[config.mk]
export PLATFORM = sky130hd
export DESIGN_NAME = sha256_byte_stream_hasher
export DESIGN_NICKNAME = d
export VERILOG_FILES = /design/src/rtl/core/shbs_pkg.sv /design/src/rtl/core/shbs_sched.sv /design/src/rtl/core/shbs_round.sv /design/src/rtl/core/sha256_byte_stream_hasher.sv
export SDC_FILE = /design/constraint.sdc
export NUM_CORES = 2
export LEC_CHECK = 0
export ABC_AREA = 1
export BUFFER_PORTS_ARGS = -buffer_cell sky130_fd_sc_hd__buf_4
export CAP_MARGIN = 20
export CORE_ASPECT_RATIO = 1.4
export CORE_MARGIN = 2
export CORE_UTILIZATION = 35
export CTS_BUF_LIST = sky130_fd_sc_hd__clkbuf_16
export CTS_CLUSTER_SIZE = 28
export DETAILED_ROUTE_END_ITERATION = 8
export PLACE_DENSITY = 0.49
export SLEW_MARGIN = 20
export SYNTH_ARGS = -nofsm -noshare
export SYNTH_HDL_FRONTEND = slang
export SYNTH_SLANG_ARGS = --single-unit
[constraint.sdc]
create_clock -name aclk -period 38.7 [get_ports aclk]
set_input_delay 3.87 -clock aclk [delete_from_list [all_inputs] [get_ports aclk]]
set_output_delay 3.87 -clock aclk [all_outputs]
set_load 0.01 [all_outputs]
[src/rtl/core/shbs_pkg.sv]
`default_nettype none

package shbs_pkg;

    localparam logic REQ_ABSORB   = 1'b0;
    localparam logic REQ_FINALIZE = 1'b1;

    localparam logic [7:0] PAD_BYTE   = 8'h80;
    localparam logic [5:0] LEN_POS    = 6'd56;
    localparam logic [5:0] LAST_BYTE  = 6'd63;
    localparam logic [5:0] LAST_ROUND = 6'd63;
    localparam logic [2:0] LAST_WORD  = 3'd7;

    typedef enum logic [2:0] {
        ST_IDLE,
        ST_PAD,
        ST_COMP,
        ST_FOLD,
        ST_OUT
    } shbs_state_t;

    typedef struct packed {
        logic byte_en;
        logic word_en;
    } shbs_sched_ctl_t;

    typedef struct packed {
        logic       load;
        logic       run;
        logic       fold;
        logic       emit;
        logic [5:0] rnd;
        logic [2:0] iv_sel;
    } shbs_round_ctl_t;

    localparam logic [31:0] ROUND_K [64] = '{
        32'h428a2f98, 32'h71374491, 32'hb5c0fbcf, 32'he9b5dba5,
        32'h3956c25b, 32'h59f111f1, 32'h923f82a4, 32'hab1c5ed5,
        32'hd807aa98, 32'h12835b01, 32'h243185be, 32'h550c7dc3,
        32'h72be5d74, 32'h80deb1fe, 32'h9bdc06a7, 32'hc19bf174,
        32'he49b69c1, 32'hefbe4786, 32'h0fc19dc6, 32'h240ca1cc,
        32'h2de92c6f, 32'h4a7484aa, 32'h5cb0a9dc, 32'h76f988da,
        32'h983e5152, 32'ha831c66d, 32'hb00327c8, 32'hbf597fc7,
        32'hc6e00bf3, 32'hd5a79147, 32'h06ca6351, 32'h14292967,
        32'h27b70a85, 32'h2e1b2138, 32'h4d2c6dfc, 32'h53380d13,
        32'h650a7354, 32'h766a0abb, 32'h81c2c92e, 32'h92722c85,
        32'ha2bfe8a1, 32'ha81a664b, 32'hc24b8b70, 32'hc76c51a3,
        32'hd192e819, 32'hd6990624, 32'hf40e3585, 32'h106aa070,
        32'h19a4c116, 32'h1e376c08, 32'h2748774c, 32'h34b0bcb5,
        32'h391c0cb3, 32'h4ed8aa4a, 32'h5b9cca4f, 32'h682e6ff3,
        32'h748f82ee, 32'h78a5636f, 32'h84c87814, 32'h8cc70208,
        32'h90befffa, 32'ha4506ceb, 32'hbef9a3f7, 32'hc67178f2
    };

    localparam logic [31:0] INIT_H [8] = '{
        32'h6a09e667, 32'hbb67ae85, 32'h3c6ef372, 32'ha54ff53a,
        32'h510e527f, 32'h9b05688c, 32'h1f83d9ab, 32'h5be0cd19
    };

    function automatic logic [31:0] rotr(input logic [31:0] x, input int n);
        rotr = (x >> n) | (x << (32 - n));
    endfunction

    function automatic logic [31:0] big_sigma0(input logic [31:0] x);
        big_sigma0 = rotr(x, 2) ^ rotr(x, 13) ^ rotr(x, 22);
    endfunction

    function automatic logic [31:0] big_sigma1(input logic [31:0] x);
        big_sigma1 = rotr(x, 6) ^ rotr(x, 11) ^ rotr(x, 25);
    endfunction

    function automatic logic [31:0] small_sigma0(input logic [31:0] x);
        small_sigma0 = rotr(x, 7) ^ rotr(x, 18) ^ (x >> 3);
    endfunction

    function automatic logic [31:0] small_sigma1(input logic [31:0] x);
        small_sigma1 = rotr(x, 17) ^ rotr(x, 19) ^ (x >> 10);
    endfunction

endpackage

`default_nettype wire

[src/rtl/core/shbs_sched.sv]
`default_nettype none

module shbs_sched (
    input  wire                        aclk,
    input  wire shbs_pkg::shbs_sched_ctl_t ctl,
    input  wire [7:0]                  byte_in,
    output logic [31:0]                w_out
);
    import shbs_pkg::*;

    // Block buffer doubles as the 16-word schedule window; oldest word at the top.
    logic [511:0] blk_reg;
    logic [511:0] blk_next;
    logic [31:0]  w0, w1, w9, w14, w_new;

    assign w0  = blk_reg[511:480];
    assign w1  = blk_reg[479:448];
    assign w9  = blk_reg[223:192];
    assign w14 = blk_reg[63:32];
    assign w_new = small_sigma1(w14) + w9 + small_sigma0(w1) + w0;
    assign w_out = w0;

    always_comb begin
        blk_next = blk_reg;
        if (ctl.byte_en) begin
            blk_next = {blk_reg[503:0], byte_in};
        end else if (ctl.word_en) begin
            blk_next = {blk_reg[479:0], w_new};
        end
    end

    always_ff @(posedge aclk) begin
        blk_reg <= blk_next;
    end

endmodule

`default_nettype wire

[src/rtl/core/shbs_round.sv]
`default_nettype none

module shbs_round (
    input  wire                         aclk,
    input  wire                         aresetn,
    input  wire shbs_pkg::shbs_round_ctl_t ctl,
    input  wire [31:0]                  w_in,
    output logic [31:0]                 head_word
);
    import shbs_pkg::*;

    logic [31:0] h_reg [8];
    logic [31:0] h_next [8];
    logic [31:0] v_reg [8];
    logic [31:0] v_next [8];
    logic [31:0] t1, t2, ch, maj;

    assign ch  = (v_reg[4] & v_reg[5]) ^ (~v_reg[4] & v_reg[6]);
    assign maj = (v_reg[0] & v_reg[1]) ^ (v_reg[0] & v_reg[2]) ^ (v_reg[1] & v_reg[2]);
    assign t1  = v_reg[7] + big_sigma1(v_reg[4]) + ch + ROUND_K[ctl.rnd] + w_in;
    assign t2  = big_sigma0(v_reg[0]) + maj;
    assign head_word = h_reg[0];

    always_comb begin
        for (int i = 0; i < 8; i++) begin
            v_next[i] = v_reg[i];
            h_next[i] = h_reg[i];
        end
        if (ctl.load) begin
            for (int i = 0; i < 8; i++) begin
                v_next[i] = h_reg[i];
            end
        end else if (ctl.run) begin
            v_next[7] = v_reg[6];
            v_next[6] = v_reg[5];
            v_next[5] = v_reg[4];
            v_next[4] = v_reg[3] + t1;
            v_next[3] = v_reg[2];
            v_next[2] = v_reg[1];
            v_next[1] = v_reg[0];
            v_next[0] = t1 + t2;
        end
        if (ctl.fold) begin
            for (int i = 0; i < 8; i++) begin
                h_next[i] = h_reg[i] + v_reg[i];
            end
        end else if (ctl.emit) begin
            // after eight shifts the chain holds the initial values again
            for (int i = 0; i < 7; i++) begin
                h_next[i] = h_reg[i + 1];
            end
            h_next[7] = INIT_H[ctl.iv_sel];
        end
    end

    always_ff @(posedge aclk) begin
        if (!aresetn) begin
            for (int i = 0; i < 8; i++) begin
                h_reg[i] <= INIT_H[i];
            end
        end else begin
            for (int i = 0; i < 8; i++) begin
                h_reg[i] <= h_next[i];
            end
        end
    end

    always_ff @(posedge aclk) begin
        for (int i = 0; i < 8; i++) begin
            v_reg[i] <= v_next[i];
        end
    end

endmodule

`default_nettype wire

[src/rtl/core/sha256_byte_stream_hasher.sv]
`default_nettype none

// Channel   Dir  Handshake          Payload
// s_        in   s_valid / s_ready  s_req_type, s_data_byte
// m_        out  m_valid / m_ready  m_digest_word, m_word_index, m_last_word
//
// Absorb request: the 64th byte of a block starts a compression (64 rounds, 1 fold), with s_ready low.
// Finalize: once accepted, one pad byte per cycle up to each block end and a compression
// per padded block (one or two), then 8 digest words at one per cycle while m_ready is high.
// Reset is synchronous; s_ready is low from a finalize until the last word is taken.

module sha256_byte_stream_hasher (
    input  wire         aclk,
    input  wire         aresetn,
    input  wire         s_valid,
    output logic        s_ready,
    input  wire         s_req_type,
    input  wire [7:0]   s_data_byte,
    output logic        m_valid,
    input  wire         m_ready,
    output logic [31:0] m_digest_word,
    output logic [2:0]  m_word_index,
    output logic        m_last_word
);
    import shbs_pkg::*;

    shbs_state_t     state_reg, state_next;
    logic [5:0]      fill_reg, fill_next;
    logic [60:0]     len_reg, len_next;
    logic [5:0]      rnd_reg, rnd_next;
    logic [2:0]      idx_reg, idx_next;
    logic            mark_reg, mark_next;   // 0x80 still to be placed
    logic            fin_reg, fin_next;     // current block carries the length
    logic            final_reg, final_next; // finalize in progress
    logic [63:0]     len_bits;
    logic [7:0]      pad_byte;
    logic [7:0]      byte_sel;
    logic [31:0]     w_word;
    shbs_sched_ctl_t sched_ctl;
    shbs_round_ctl_t round_ctl;

    assign len_bits = {len_reg, 3'b000};

    always_comb begin
        if (mark_reg) begin
            pad_byte = PAD_BYTE;
        end else if (fin_reg && fill_reg >= LEN_POS) begin
            pad_byte = len_bits[{~fill_reg[2:0], 3'b000} +: 8];
        end else begin
            pad_byte = 8'h00;
        end
    end

    always_comb begin
        state_next = state_reg;
        fill_next  = fill_reg;
        len_next   = len_reg;
        rnd_next   = rnd_reg;
        idx_next   = idx_reg;
        mark_next  = mark_reg;
        fin_next   = fin_reg;
        final_next = final_reg;
        s_ready    = 1'b0;
        m_valid    = 1'b0;
        byte_sel   = s_data_byte;
        sched_ctl  = '0;
        round_ctl  = '0;
        round_ctl.rnd    = rnd_reg;
        round_ctl.iv_sel = idx_reg;

        unique case (state_reg)
            ST_IDLE: begin
                s_ready = 1'b1;
                if (s_valid) begin
                    if (s_req_type == REQ_ABSORB) begin
                        sched_ctl.byte_en = 1'b1;
                        fill_next = fill_reg + 6'd1;
                        len_next  = len_reg + 61'd1;
                        if (fill_reg == LAST_BYTE) begin
                            round_ctl.load = 1'b1;
                            rnd_next   = '0;
                            state_next = ST_COMP;
                        end
                    end else begin
                        final_next = 1'b1;
                        mark_next  = 1'b1;
                        fin_next   = 1'b0;
                        state_next = ST_PAD;
                    end
                end
            end
            ST_PAD: begin
                byte_sel = pad_byte;
                sched_ctl.byte_en = 1'b1;
                fill_next = fill_reg + 6'd1;
                if (mark_reg) begin
                    mark_next = 1'b0;
                    fin_next  = (fill_reg < LEN_POS);
                end
                if (fill_reg == LAST_BYTE) begin
                    round_ctl.load = 1'b1;
                    rnd_next   = '0;
                    state_next = ST_COMP;
                end
            end
            ST_COMP: begin
                round_ctl.run     = 1'b1;
                sched_ctl.word_en = 1'b1;
                rnd_next = rnd_reg + 6'd1;
                if (rnd_reg == LAST_ROUND) begin
                    state_next = ST_FOLD;
                end
            end
            ST_FOLD: begin
                round_ctl.fold = 1'b1;
                if (!final_reg) begin
                    state_next = ST_IDLE;
                end else if (fin_reg) begin
                    len_next   = '0;
                    idx_next   = '0;
                    final_next = 1'b0;
                    state_next = ST_OUT;
                end else begin
                    // extra block: zeros, then the length
                    fin_next   = 1'b1;
                    state_next = ST_PAD;
                end
            end
            ST_OUT: begin
                m_valid = 1'b1;
                if (m_ready) begin
                    round_ctl.emit = 1'b1;
                    idx_next = idx_reg + 3'd1;
                    if (idx_reg == LAST_WORD) begin
                        state_next = ST_IDLE;
                    end
                end
            end
            default: begin
                state_next = ST_IDLE;
            end
        endcase
    end

    always_ff @(posedge aclk) begin
        if (!aresetn) begin
            state_reg <= ST_IDLE;
            fill_reg  <= '0;
            len_reg   <= '0;
            rnd_reg   <= '0;
            idx_reg   <= '0;
            mark_reg  <= 1'b0;
            fin_reg   <= 1'b0;
            final_reg <= 1'b0;
        end else begin
            state_reg <= state_next;
            fill_reg  <= fill_next;
            len_reg   <= len_next;
            rnd_reg   <= rnd_next;
            idx_reg   <= idx_next;
            mark_reg  <= mark_next;
            fin_reg   <= fin_next;
            final_reg <= final_next;
        end
    end

    assign m_word_index = idx_reg;
    assign m_last_word  = (idx_reg == LAST_WORD);

    shbs_sched u_sched (
        .aclk    (aclk),
        .ctl     (sched_ctl),
        .byte_in (byte_sel),
        .w_out   (w_word)
    );

    shbs_round u_round (
        .aclk      (aclk),
        .aresetn   (aresetn),
        .ctl       (round_ctl),
        .w_in      (w_word),
        .head_word (m_digest_word)
    );

endmodule

`default_nettype wire

==> results.sh <==
export IMPL_port_buffers=50
export IMPL_worstMarginPinSlew_ns=1.24
export IMPL_die_y_microns=579
export IMPL_ctsRootBufferMaster="clkbuf_16"
export IMPL_path_buf_inv=6
export IMPL_cts_repair_resized=0
export IMPL_drv_slew=0
export IMPL_fin_nets=11700
export IMPL_cts_made_buffers=139
export IMPL_syn_avg_cell_area_sq_um=7.31
export IMPL_overflow=0
export IMPL_cpMostUsedCell="nand2_1"
export IMPL_rsz0062_at_grt="false"
export IMPL_drt_iter0_drc=6321
export IMPL_fin_tns_setup_ns=0
export IMPL_final_cell_mix="3,648 x nand2_1, 1,275 x inv_1, 856 x o21ai_0"
export IMPL_cap_viol_max_count=0
export IMPL_avgRoutedWirePerCell_microns=28.8
export IMPL_grt_total_usage=0.334
export IMPL_timing_hold_violations_final=0
export IMPL_area_growth_pct=8.62
export IMPL_synthArstFlopShare=0
export IMPL_path_depth=35
export IMPL_start_kind="flip-flop"
export IMPL_r2r_start="rnd_reg[4]"
export IMPL_drt_wl_total_mm=412
export IMPL_drtPass1Iterations=6
export IMPL_grt_max_degree=238
export IMPL_routabilityCongestion=0.992
export IMPL_seq_area_frac_synth=0.361
export IMPL_arrival_ns=10.33
export IMPL_placed_area_sq_um=85500
export IMPL_yosys_register_bits=1106
export IMPL_place_inst=14000
export IMPL_fin_crit_sh=0.253
export IMPL_p_leak_nw=39.7
export IMPL_fmax_ghz=0.102
export IMPL_slowest_delay_ns=0.79
export IMPL_die_area_sq_um=240000
export IMPL_ctsHtreeMaxLevel=4
export IMPL_ys_types=67
export IMPL_clk_path_buf_depth=4
export IMPL_fin_area_sq_um=89800
export IMPL_vias_per_cell=5.46
export IMPL_io_pins=51
export IMPL_syn_inst=11300
export IMPL_fillers=25200
export IMPL_status="finished clean"
export IMPL_min_path_cells=1
export IMPL_post_cts_buffers=0
export IMPL_coreArea_sq_um=235000
export IMPL_cts_tree="yes"
export IMPL_grt_pass1_wl_mm=574
export IMPL_cp_end_kind="flip-flop"
export IMPL_insertion_delay_ns=0.86
export IMPL_path_class="reg -> reg"
export IMPL_grt_pass1_vias=78000
export IMPL_fin_skew_ns=0.0793
export IMPL_maxSlewHeadroom=0.171
export IMPL_finalNonFillerCells=14300
export IMPL_cts_sinks=1106
export IMPL_ys_flop_type="edfxtp_1"
export IMPL_hold_path_class="reg -> reg"
export IMPL_drive_gt1_frac=0.0366
export IMPL_startpoint="rnd_reg[4]"
export IMPL_slowest_stage="xor2_1"
export IMPL_dieWidth_microns=415
export IMPL_worstPathRequired_ns=39.26
export IMPL_clk_pin_slew_ns=0.06
export IMPL_ctsHoldBuffers=0
export IMPL_num_rows=211
export IMPL_fin_total_pwr_mw=5.07
export IMPL_crit_family="adder cells"
export IMPL_dr_total_vias=78000
export IMPL_drc_errors=0
export IMPL_synth_area_sq_um=82700
export IMPL_ff2ff_path_depth=35
export IMPL_period_minus_slack_ns=9.78
export IMPL_p_per_area_nw_per_um2=56.4
export IMPL_synth_edff_count=768
export IMPL_synth_yosys_warnings=0
export IMPL_ant_nets=0
export IMPL_detailed_place_hpwl_mm=327
export IMPL_crit_fanout=45
export IMPL_largest_reg_flops=512
export IMPL_syn_nets=11900
export IMPL_antenna_found_initial=10
export IMPL_start_util=0.351
export IMPL_ir_drop_v=0.0000503
export IMPL_final_common_cell="nand2_1"
export IMPL_hold_start="len_reg[27]"
export IMPL_finalSetupViolCount=0
through the flow:
stage	setup WS [ns]	hold slack (ns)	utilization
after floorplan	22.01	0.443	-
after global routing	28.40	0.508	0.381
after CTS	28.94	0.482	0.381
after global placement	28.76	0.454	0.363
final	28.92	0.487	0.381
after detailed placement	29.02	0.464	0.363
worst paths after layout:
kind	slack, ns	end
worst min register to register	0.49	len_reg[27]
worst min-delay path	0.49	len_reg[27]
worst max register to register	28.92	u_round.v_reg[0][31]
worst max-delay path	28.92	u_round.v_reg[0][31]
cell families after synthesis:
| kind of cell | share of synthesized area |
|---|---|
| xor+xnor | 0.0403 |
| mux | 0.000242 |
| buf+inv | 0.0847 |
| compound gates | 0.139 |
| flops | 0.361 |
| fa+ha+maj | 0.111 |
| simple gates | 0.265 |
worst reg2reg max path: cells and delay by family, from the launching register on:
kind | cells | cell delay [ns]
buf+inv | 6 | 1.50
fa+ha+maj | 6 | 2.73
xor+xnor | 1 | 0.79
simple gates | 16 | 2.35
flops | 1 | 0.31
compound gates | 6 | 1.80
area by class of cell:
type	count	area (sq um)	area share
antenna	5	12.5	0.000139
clock buffer	142	3550	0.0396
clock inverter	99	757	0.00843
inverter	1255	4750	0.0529
multi-input combinational	8452	45900	0.511
sequential	1106	29800	0.332
tap	3088	3860	0.0430
timing repair buffer	145	1150	0.0129
power by group:
group | total [mW] | switching [mW] | internal [mW]
logic | 2.23 | 1.53 | 0.702
registers | 1.53 | 0.0932 | 1.44
clock network | 1.30 | 0.564 | 0.738
Yosys cell counts (all sizes together), types with 195 or more instances:
master  number  area [sq um]
nand2     3656         13700
a21oi      721          3620
dfxtp      338          6770
inv       1251          4700
nand3      598          2990
xor2       208          1820
fa         195          3900
nor2       733          2820
clkbuf     292          1100
o21ai      927          4640
buf        205          1200
edfxtp     768         23100
ha         403          5040
routing by layer:
layer  global-route usage  share of wire  vias to the layer above
li1                     -              -                    36800
met1                0.321           0.33                    37400
met4                0.342           0.12                        4
met2                0.611           0.51                     2623
met5                    0       0.000051                        -
met3               0.0346          0.038                     1097
Note: power is estimated with default switching activity, not from simulation.
